===== src/hw/rtl/acos_pkg.sv =====
// shared types and constants of the arc cosine pipeline
package acos_pkg;

   // operand widths
   localparam int X_W       = 15;          // |cosine| in Q.14, 0 to 16384
   localparam int ROOT_W    = 15;          // sqrt(1 - x) in Q.14
   localparam int REM_W     = ROOT_W + 3;  // square root partial remainder
   localparam int RAD_W     = 2 * ROOT_W;  // square root operand
   localparam int NUM_CELLS = ROOT_W;      // one root bit per cell
   localparam int A_W       = 17;
   localparam int B_W       = 18;
   localparam int P_W       = 21;
   localparam int R_W       = 22;
   localparam int D_W       = 16;

   // fixed-point constants
   localparam logic [X_W-1:0] ONE_Q14        = 15'd16384;
   localparam logic [P_W-1:0] C0_Q20         = 21'd1647029;
   localparam logic [B_W-1:0] C1_Q20         = 18'd222418;
   localparam logic [A_W-1:0] C2_Q20         = 17'd77868;
   localparam logic [14:0]    C3_Q20         = 15'd19639;
   localparam logic [R_W-1:0] DEG_PER_RAD    = 22'd3754936;
   localparam logic [D_W-1:0] HALF_TURN_Q8   = 16'd46080;

   // one square root cell's view of a transaction
   typedef struct packed {
      logic              valid;
      logic              neg;
      logic [X_W-1:0]    x;
      logic [RAD_W-1:0]  rad;
      logic [REM_W-1:0]  rem;
      logic [ROOT_W-1:0] root;
   } acos_cell_type;

   // back end stages
   typedef struct packed {
      logic              valid;
      logic              neg;
      logic [X_W-1:0]    x;
      logic [ROOT_W-1:0] s;
      logic [A_W-1:0]    a;
   } acos_sta_type;

   typedef struct packed {
      logic              valid;
      logic              neg;
      logic [X_W-1:0]    x;
      logic [ROOT_W-1:0] s;
      logic [B_W-1:0]    b;
   } acos_stb_type;

   typedef struct packed {
      logic              valid;
      logic              neg;
      logic [ROOT_W-1:0] s;
      logic [P_W-1:0]    p;
   } acos_stp_type;

   typedef struct packed {
      logic           valid;
      logic           neg;
      logic [R_W-1:0] r;
   } acos_str_type;

   typedef struct packed {
      logic           valid;
      logic           neg;
      logic [D_W-1:0] d;
   } acos_std_type;

   typedef struct packed {
      logic           valid;
      logic [D_W-1:0] angle;
   } acos_sto_type;

endpackage


===== src/hw/rtl/acos_cell.sv =====
// one square root cell: settles one root bit and passes the transaction on
module acos_cell (
   input  logic                  clock,
   input  logic                  reset,
   input  logic                  advance,
   input  acos_pkg::acos_cell_type prev_cell,
   output acos_pkg::acos_cell_type this_cell
);
   import acos_pkg::*;

   acos_cell_type     cell_ff;
   acos_cell_type     cell_in;
   logic [REM_W-1:0]  rem_shift;
   logic [REM_W-1:0]  trial;

   // bring down the next bit pair and try the next root bit
   always_comb begin
      rem_shift = {prev_cell.rem[REM_W-3:0], prev_cell.rad[RAD_W-1 -: 2]};
      trial     = {1'b0, prev_cell.root, 2'b01};
      cell_in   = prev_cell;
      cell_in.rad = {prev_cell.rad[RAD_W-3:0], 2'b00};
      if (rem_shift >= trial) begin
         cell_in.rem  = rem_shift - trial;
         cell_in.root = {prev_cell.root[ROOT_W-2:0], 1'b1};
      end else begin
         cell_in.rem  = rem_shift;
         cell_in.root = {prev_cell.root[ROOT_W-2:0], 1'b0};
      end
   end

   // valid flag
   always_ff @(posedge clock) begin
      if (reset) begin
         cell_ff.valid <= 1'b0;
      end else if (advance) begin
         cell_ff.valid <= cell_in.valid;
      end
   end

   // payload
   always_ff @(posedge clock) begin
      if (advance) begin
         cell_ff.neg  <= cell_in.neg;
         cell_ff.x    <= cell_in.x;
         cell_ff.rad  <= cell_in.rad;
         cell_ff.rem  <= cell_in.rem;
         cell_ff.root <= cell_in.root;
      end
   end

   assign this_cell = cell_ff;

endmodule


===== src/hw/rtl/acos_back.sv =====
// polynomial, scaling and sign fold stages after the square root cells
module acos_back (
   input  logic                    clock,
   input  logic                    reset,
   input  logic                    advance,
   input  acos_pkg::acos_cell_type root_cell,
   output logic                    out_valid,
   output logic [acos_pkg::D_W-1:0] out_angle
);
   import acos_pkg::*;

   acos_sta_type sta_ff, sta_in;
   acos_stb_type stb_ff, stb_in;
   acos_stp_type stp_ff, stp_in;
   acos_str_type str_ff, str_in;
   acos_std_type std_ff, std_in;
   acos_sto_type sto_ff, sto_in;

   logic [29:0] prod_a;
   logic [31:0] prod_b;
   logic [32:0] prod_p;
   logic [35:0] prod_r;
   logic [43:0] prod_d;

   // horner step: a = c2 - c3*x
   always_comb begin
      prod_a       = {15'b0, C3_Q20} * {15'b0, root_cell.x};
      sta_in.valid = root_cell.valid;
      sta_in.neg   = root_cell.neg;
      sta_in.x     = root_cell.x;
      sta_in.s     = root_cell.root;
      sta_in.a     = C2_Q20 - {1'b0, prod_a[29:14]};
   end

   // horner step: b = c1 - a*x
   always_comb begin
      prod_b       = {15'b0, sta_ff.a} * {17'b0, sta_ff.x};
      stb_in.valid = sta_ff.valid;
      stb_in.neg   = sta_ff.neg;
      stb_in.x     = sta_ff.x;
      stb_in.s     = sta_ff.s;
      stb_in.b     = C1_Q20 - prod_b[31:14];
   end

   // horner step: p = c0 - b*x
   always_comb begin
      prod_p       = {15'b0, stb_ff.b} * {18'b0, stb_ff.x};
      stp_in.valid = stb_ff.valid;
      stp_in.neg   = stb_ff.neg;
      stp_in.s     = stb_ff.s;
      stp_in.p     = C0_Q20 - {2'b0, prod_p[32:14]};
   end

   // angle in radians
   always_comb begin
      prod_r       = {15'b0, stp_ff.p} * {21'b0, stp_ff.s};
      str_in.valid = stp_ff.valid;
      str_in.neg   = stp_ff.neg;
      str_in.r     = prod_r[35:14];
   end

   // radians to degrees
   always_comb begin
      prod_d       = {22'b0, str_ff.r} * {22'b0, DEG_PER_RAD};
      std_in.valid = str_ff.valid;
      std_in.neg   = str_ff.neg;
      std_in.d     = prod_d[43:28];
   end

   // negative cosine folds to the far half turn
   always_comb begin
      sto_in.valid = std_ff.valid;
      sto_in.angle = std_ff.neg ? (HALF_TURN_Q8 - std_ff.d) : std_ff.d;
   end

   // stage valid flags
   always_ff @(posedge clock) begin
      if (reset) begin
         sta_ff.valid <= 1'b0;
         stb_ff.valid <= 1'b0;
         stp_ff.valid <= 1'b0;
         str_ff.valid <= 1'b0;
         std_ff.valid <= 1'b0;
         sto_ff.valid <= 1'b0;
      end else if (advance) begin
         sta_ff.valid <= sta_in.valid;
         stb_ff.valid <= stb_in.valid;
         stp_ff.valid <= stp_in.valid;
         str_ff.valid <= str_in.valid;
         std_ff.valid <= std_in.valid;
         sto_ff.valid <= sto_in.valid;
      end
   end

   // stage payloads
   always_ff @(posedge clock) begin
      if (advance) begin
         sta_ff.neg   <= sta_in.neg;
         sta_ff.x     <= sta_in.x;
         sta_ff.s     <= sta_in.s;
         sta_ff.a     <= sta_in.a;
         stb_ff.neg   <= stb_in.neg;
         stb_ff.x     <= stb_in.x;
         stb_ff.s     <= stb_in.s;
         stb_ff.b     <= stb_in.b;
         stp_ff.neg   <= stp_in.neg;
         stp_ff.s     <= stp_in.s;
         stp_ff.p     <= stp_in.p;
         str_ff.neg   <= str_in.neg;
         str_ff.r     <= str_in.r;
         std_ff.neg   <= std_in.neg;
         std_ff.d     <= std_in.d;
         sto_ff.angle <= sto_in.angle;
      end
   end

   assign out_valid = sto_ff.valid;
   assign out_angle = sto_ff.angle;

endmodule


===== src/hw/rtl/arccos_polynomial_approx.sv =====
// arc cosine unit: square root cell chain followed by polynomial back end
//
//   channel | direction | ports                          | payload
//   req     | in        | req_valid, req_ready           | req_cosine, signed Q2.14
//   rsp     | out       | rsp_valid, rsp_ready           | rsp_angle_degrees, Q8.8
//
// one transaction per cycle while no result is held; rsp_valid rises once the transaction
// has passed the 15 square root cells (one root bit each) and 6 back end stages,
// 21 registers in all with the first loaded at the accepting edge.
// synchronous active high reset clears only the valid flags.
// a held result (rsp_valid high, rsp_ready low) freezes the whole pipeline,
// and req_ready drops for those cycles.
module arccos_polynomial_approx (
   input  logic        clock,
   input  logic        reset,
   input  logic        req_valid,
   output logic        req_ready,
   input  logic [15:0] req_cosine,
   output logic        rsp_valid,
   input  logic        rsp_ready,
   output logic [15:0] rsp_angle_degrees
);
   import acos_pkg::*;

   logic          advance;
   logic          neg;
   logic [16:0]   mag;
   logic [X_W-1:0] x_sat;
   acos_cell_type link [NUM_CELLS+1];

   // the pipeline moves whenever the output register is free or drained
   assign advance   = !rsp_valid || rsp_ready;
   assign req_ready = advance;

   // fold the cosine to a saturated magnitude
   always_comb begin
      neg   = req_cosine[15];
      mag   = neg ? (17'h10000 - {1'b0, req_cosine}) : {1'b0, req_cosine};
      x_sat = (mag > {2'b0, ONE_Q14}) ? ONE_Q14 : mag[X_W-1:0];
      link[0].valid = req_valid;
      link[0].neg   = neg;
      link[0].x     = x_sat;
      link[0].rad   = {1'b0, ONE_Q14 - x_sat, 14'b0};
      link[0].rem   = '0;
      link[0].root  = '0;
   end

   // square root chain
   for (genvar i = 0; i < NUM_CELLS; i++) begin : g_cell
      acos_cell u_cell (
         .clock     (clock),
         .reset     (reset),
         .advance   (advance),
         .prev_cell (link[i]),
         .this_cell (link[i+1])
      );
   end

   // polynomial and scaling
   acos_back u_back (
      .clock     (clock),
      .reset     (reset),
      .advance   (advance),
      .root_cell (link[NUM_CELLS]),
      .out_valid (rsp_valid),
      .out_angle (rsp_angle_degrees)
   );

`ifndef SYNTHESIS
   // results never pass a half turn
   a_angle_range: assert property (@(posedge clock) disable iff (reset)
      rsp_valid |-> rsp_angle_degrees <= HALF_TURN_Q8)
      else $error("angle above 180 degrees");

   // first cell only ever holds a saturated magnitude
   a_x_sat: assert property (@(posedge clock) disable iff (reset)
      link[1].valid |-> link[1].x <= ONE_Q14)
      else $error("magnitude not saturated");

   // finished root leaves a remainder no larger than twice the root
   a_root_rem: assert property (@(posedge clock) disable iff (reset)
      link[NUM_CELLS].valid |->
         link[NUM_CELLS].rem <= {2'b0, link[NUM_CELLS].root, 1'b0})
      else $error("square root remainder out of bound");

   // an accepted transaction lands in the first cell
   a_accept: assert property (@(posedge clock) disable iff (reset)
      req_valid && req_ready |=> link[1].valid)
      else $error("accepted transaction lost at the first cell");
`endif

endmodule


===== config.mk =====
export PLATFORM = sky130hd
export DESIGN_NAME = arccos_polynomial_approx
export DESIGN_NICKNAME = d
export VERILOG_FILES = /design/src/hw/rtl/acos_pkg.sv /design/src/hw/rtl/acos_cell.sv /design/src/hw/rtl/acos_back.sv /design/src/hw/rtl/arccos_polynomial_approx.sv
export SDC_FILE = /design/constraint.sdc
export NUM_CORES = 2
export LEC_CHECK = 0
export BUFFER_PORTS_ARGS = -buffer_cell sky130_fd_sc_hd__buf_2
export CORE_MARGIN = 2
export CORE_UTILIZATION = 45
export CTS_BUF_LIST = sky130_fd_sc_hd__clkbuf_4
export DETAILED_ROUTE_END_ITERATION = 8
export GPL_ROUTABILITY_DRIVEN = 0
export PLACE_DENSITY = 0.69
export SETUP_SLACK_MARGIN = 0.5
export SLEW_MARGIN = 10
export SYNTH_ARGS = -nofsm -noshare
export SYNTH_HDL_FRONTEND = slang
export SYNTH_HIERARCHICAL = 1
export SYNTH_SLANG_ARGS = --single-unit

===== constraint.sdc =====
create_clock -name clock -period 48.4 [get_ports clock]
set_input_delay 4.84 -clock clock [delete_from_list [all_inputs] [get_ports clock]]
set_output_delay 4.84 -clock clock [all_outputs]
set_load 0.005 [all_outputs]

==> metrics.txt <==
syn avg cell area 11.7 um^2; Final Util 48.8%; gr ovfl total 0; final hold vios 0; R2R cell count 26; First DRT Iteration DRCs 3398; Worst setup SP type input pin; pin count of the biggest net entering global routing 176; Root Driver clkbuf_4; DR pass1 iterations 6; hold_sp g_cell[5].u_cell/this_cell[57]; sequential cell area 33100 um^2; status complete, no violations; critical path data required time 43.56 ns; CP arrival 5.73 ns; Clock Latency Late Sink 1.25 ns; delay of the slowest cell on the worst path 0.54 ns; deepest clock path buffer count 4; post-CTS resize count 0; max_slew headroom 27.8%; hold buffers post-CTS 0; FILL cells 17400; r2r setup slk 40.41 ns; Avg WL per Cell 15.6 um; H-tree depth 5; Final Setup Violations 0; chip width 448 um; CTS Sinks 1109; DP Worst Slack 37.51 ns; num rows 162; clock-pin slew on the worst setup and hold paths 0.06 ns; worst-path cell chain buf_2, nand2b_4, buf_2; Final ANT Viol Nets 0; CP dominant cell by count buf_2; Max-Cap Viols 0; Hold Path Stages 0; Min-Delay Path Class register to register; die area 201000 um^2; share of cells above drive strength 1 11.8%; via-per-instance ratio 5.13; Warnings, synthesis 6; # port buffers 37; Total Wirelength 166 mm; slew of the pin with the lowest slew margin 1.08 ns; Slew Viols, Final 0; Num CTS Buffers 309; vias in the first global route 58000; io pins 38; die height 448 um; Multi-input gate area 50200 um^2; via count 54600; nature of the critical path endpoint output pin; gr usage total 16.9%; Post-DP HPWL 126 mm; fmax 94.6 MHz; Worst Hold Endpoint g_cell[6].u_cell/this_cell[59]; setup repair after global routing missed its margin false; Syn Std Cell Area 88700 um^2; slowest CP cell nand2b_4; nets@finish 9560; final worst slack 37.83 ns; Setup Skew 0.130 ns; first-pass GRT wire length 280 mm; # DRC 0; Core ar. 195000 um^2; Critical R2R Capture u_back/stb_ff[17]; reg2reg start u_back/sta_ff[10]; CP Class input pin to output pin; CTS tree built; Synth-to-Final Area Change 7.50%; initial antenna violation count 2; Final period util 21.8%; Initial Util 45.4%; Tmin final 10.57 ns; synthesized instance count 7573; CP Max Fanout 33; setup TNS 0 ns; Post-CTS Setup Repair Bufs 0
-- through the flow --
stage | cell area [um^2] | instances | hold slack, ns
finish | 95400 | 10600 | 0.292
CTS | 95400 | 10600 | 0.240
detailed placement | 91700 | 10100 | 0.405
global placement | 91700 | 10100 | 0.400
global route | 95400 | 10600 | 0.249
floorplan | 89000 | 7648 | 0.400
-- flip-flops by register name, indices dropped and copies added, names as in the netlist --
name / cells
u_back/stb_ff: 50
u_back/sta_ff: 49
u_back/std_in: 2
u_back/str_ff: 22
u_back/std_ff: 18
u_back/out_valid: 1
u_back/stp_ff: 37
g_cell.u_cell/this_cell: 914
u_back/out_angle: 16
-- placed cells by master (no fill, tap or decap), types with 16 or more instances in the layout --
| master | count |
|---|---|
| inv_1 | 1284 |
| edfxtp_1 | 1088 |
| fa_1 | 883 |
| ha_1 | 840 |
| nand2_1 | 650 |
| clkbuf_4 | 426 |
| and2_1 | 400 |
| nor2_1 | 259 |
| xnor2_1 | 247 |
| a21oi_1 | 215 |
| o21ai_0 | 168 |
| mux2_2 | 116 |
| xor2_1 | 111 |
| o21a_1 | 79 |
| conb_1 | 76 |
| mux2_4 | 71 |
| a21o_1 | 66 |
| mux2i_1 | 57 |
| and3_1 | 54 |
| clkinv_1 | 52 |
| nor3_1 | 51 |
| nand4_1 | 49 |
| a21oi_2 | 49 |
| nor2b_1 | 46 |
| a31oi_1 | 42 |
| or2_2 | 39 |
| nand3_1 | 37 |
| buf_2 | 37 |
| o22ai_1 | 33 |
| o211ai_2 | 30 |
| nand3b_1 | 22 |
| dfxtp_1 | 21 |
| a211o_1 | 20 |
| and4_1 | 20 |
| o31ai_1 | 19 |
| o211ai_1 | 19 |
| a31o_2 | 17 |
| buf_4 | 17 |
| a22oi_1 | 16 |
-- routing by layer --
metal	global-route usage (%)	part of all wire, %	vias up
met3	2.68	4.2	307
li1	-	-	26000
met1	21.8	43	27100
met4	5.52	2.4	0
met2	29.1	50	1225
met5	0	0	-
-- layout make-up --
| class | instances | area share (%) |
|---|---|---|
| inverters | 1284 | 5.05 |
| diodes | 9 | 0.0236 |
| clock buffers | 426 | 3.35 |
| flip-flops and latches | 1109 | 34.7 |
| well taps | 2624 | 3.44 |
| clock inverters | 72 | 0.445 |
| multi-input cells | 5057 | 52.6 |
| repair buffers | 56 | 0.370 |
-- critical path, delay by kind of cell --
family / cells / cell delay (ns)
simple gates: 1 / 0.54
buf+inv: 2 / 0.32
-- worst max path at each step --
stage / to / start / slack [ns] / cells after the start
finish: req_ready / rsp_ready / 37.83 / 3
global route: req_ready / rsp_ready / 37.74 / 3
CTS: req_ready / rsp_ready / 37.75 / 3
detailed placement: g_cell[0].u_cell/this_cell[28] / req_cosine[0] / 37.51 / 22
global placement: g_cell[0].u_cell/this_cell[25] / req_cosine[0] / 37.69 / 22
floorplan: req_ready / rsp_ready / 12.31 / 1
Power is not shown: default switching activity piles up to over one toggle a cycle in this logic, so the estimate is an artifact.
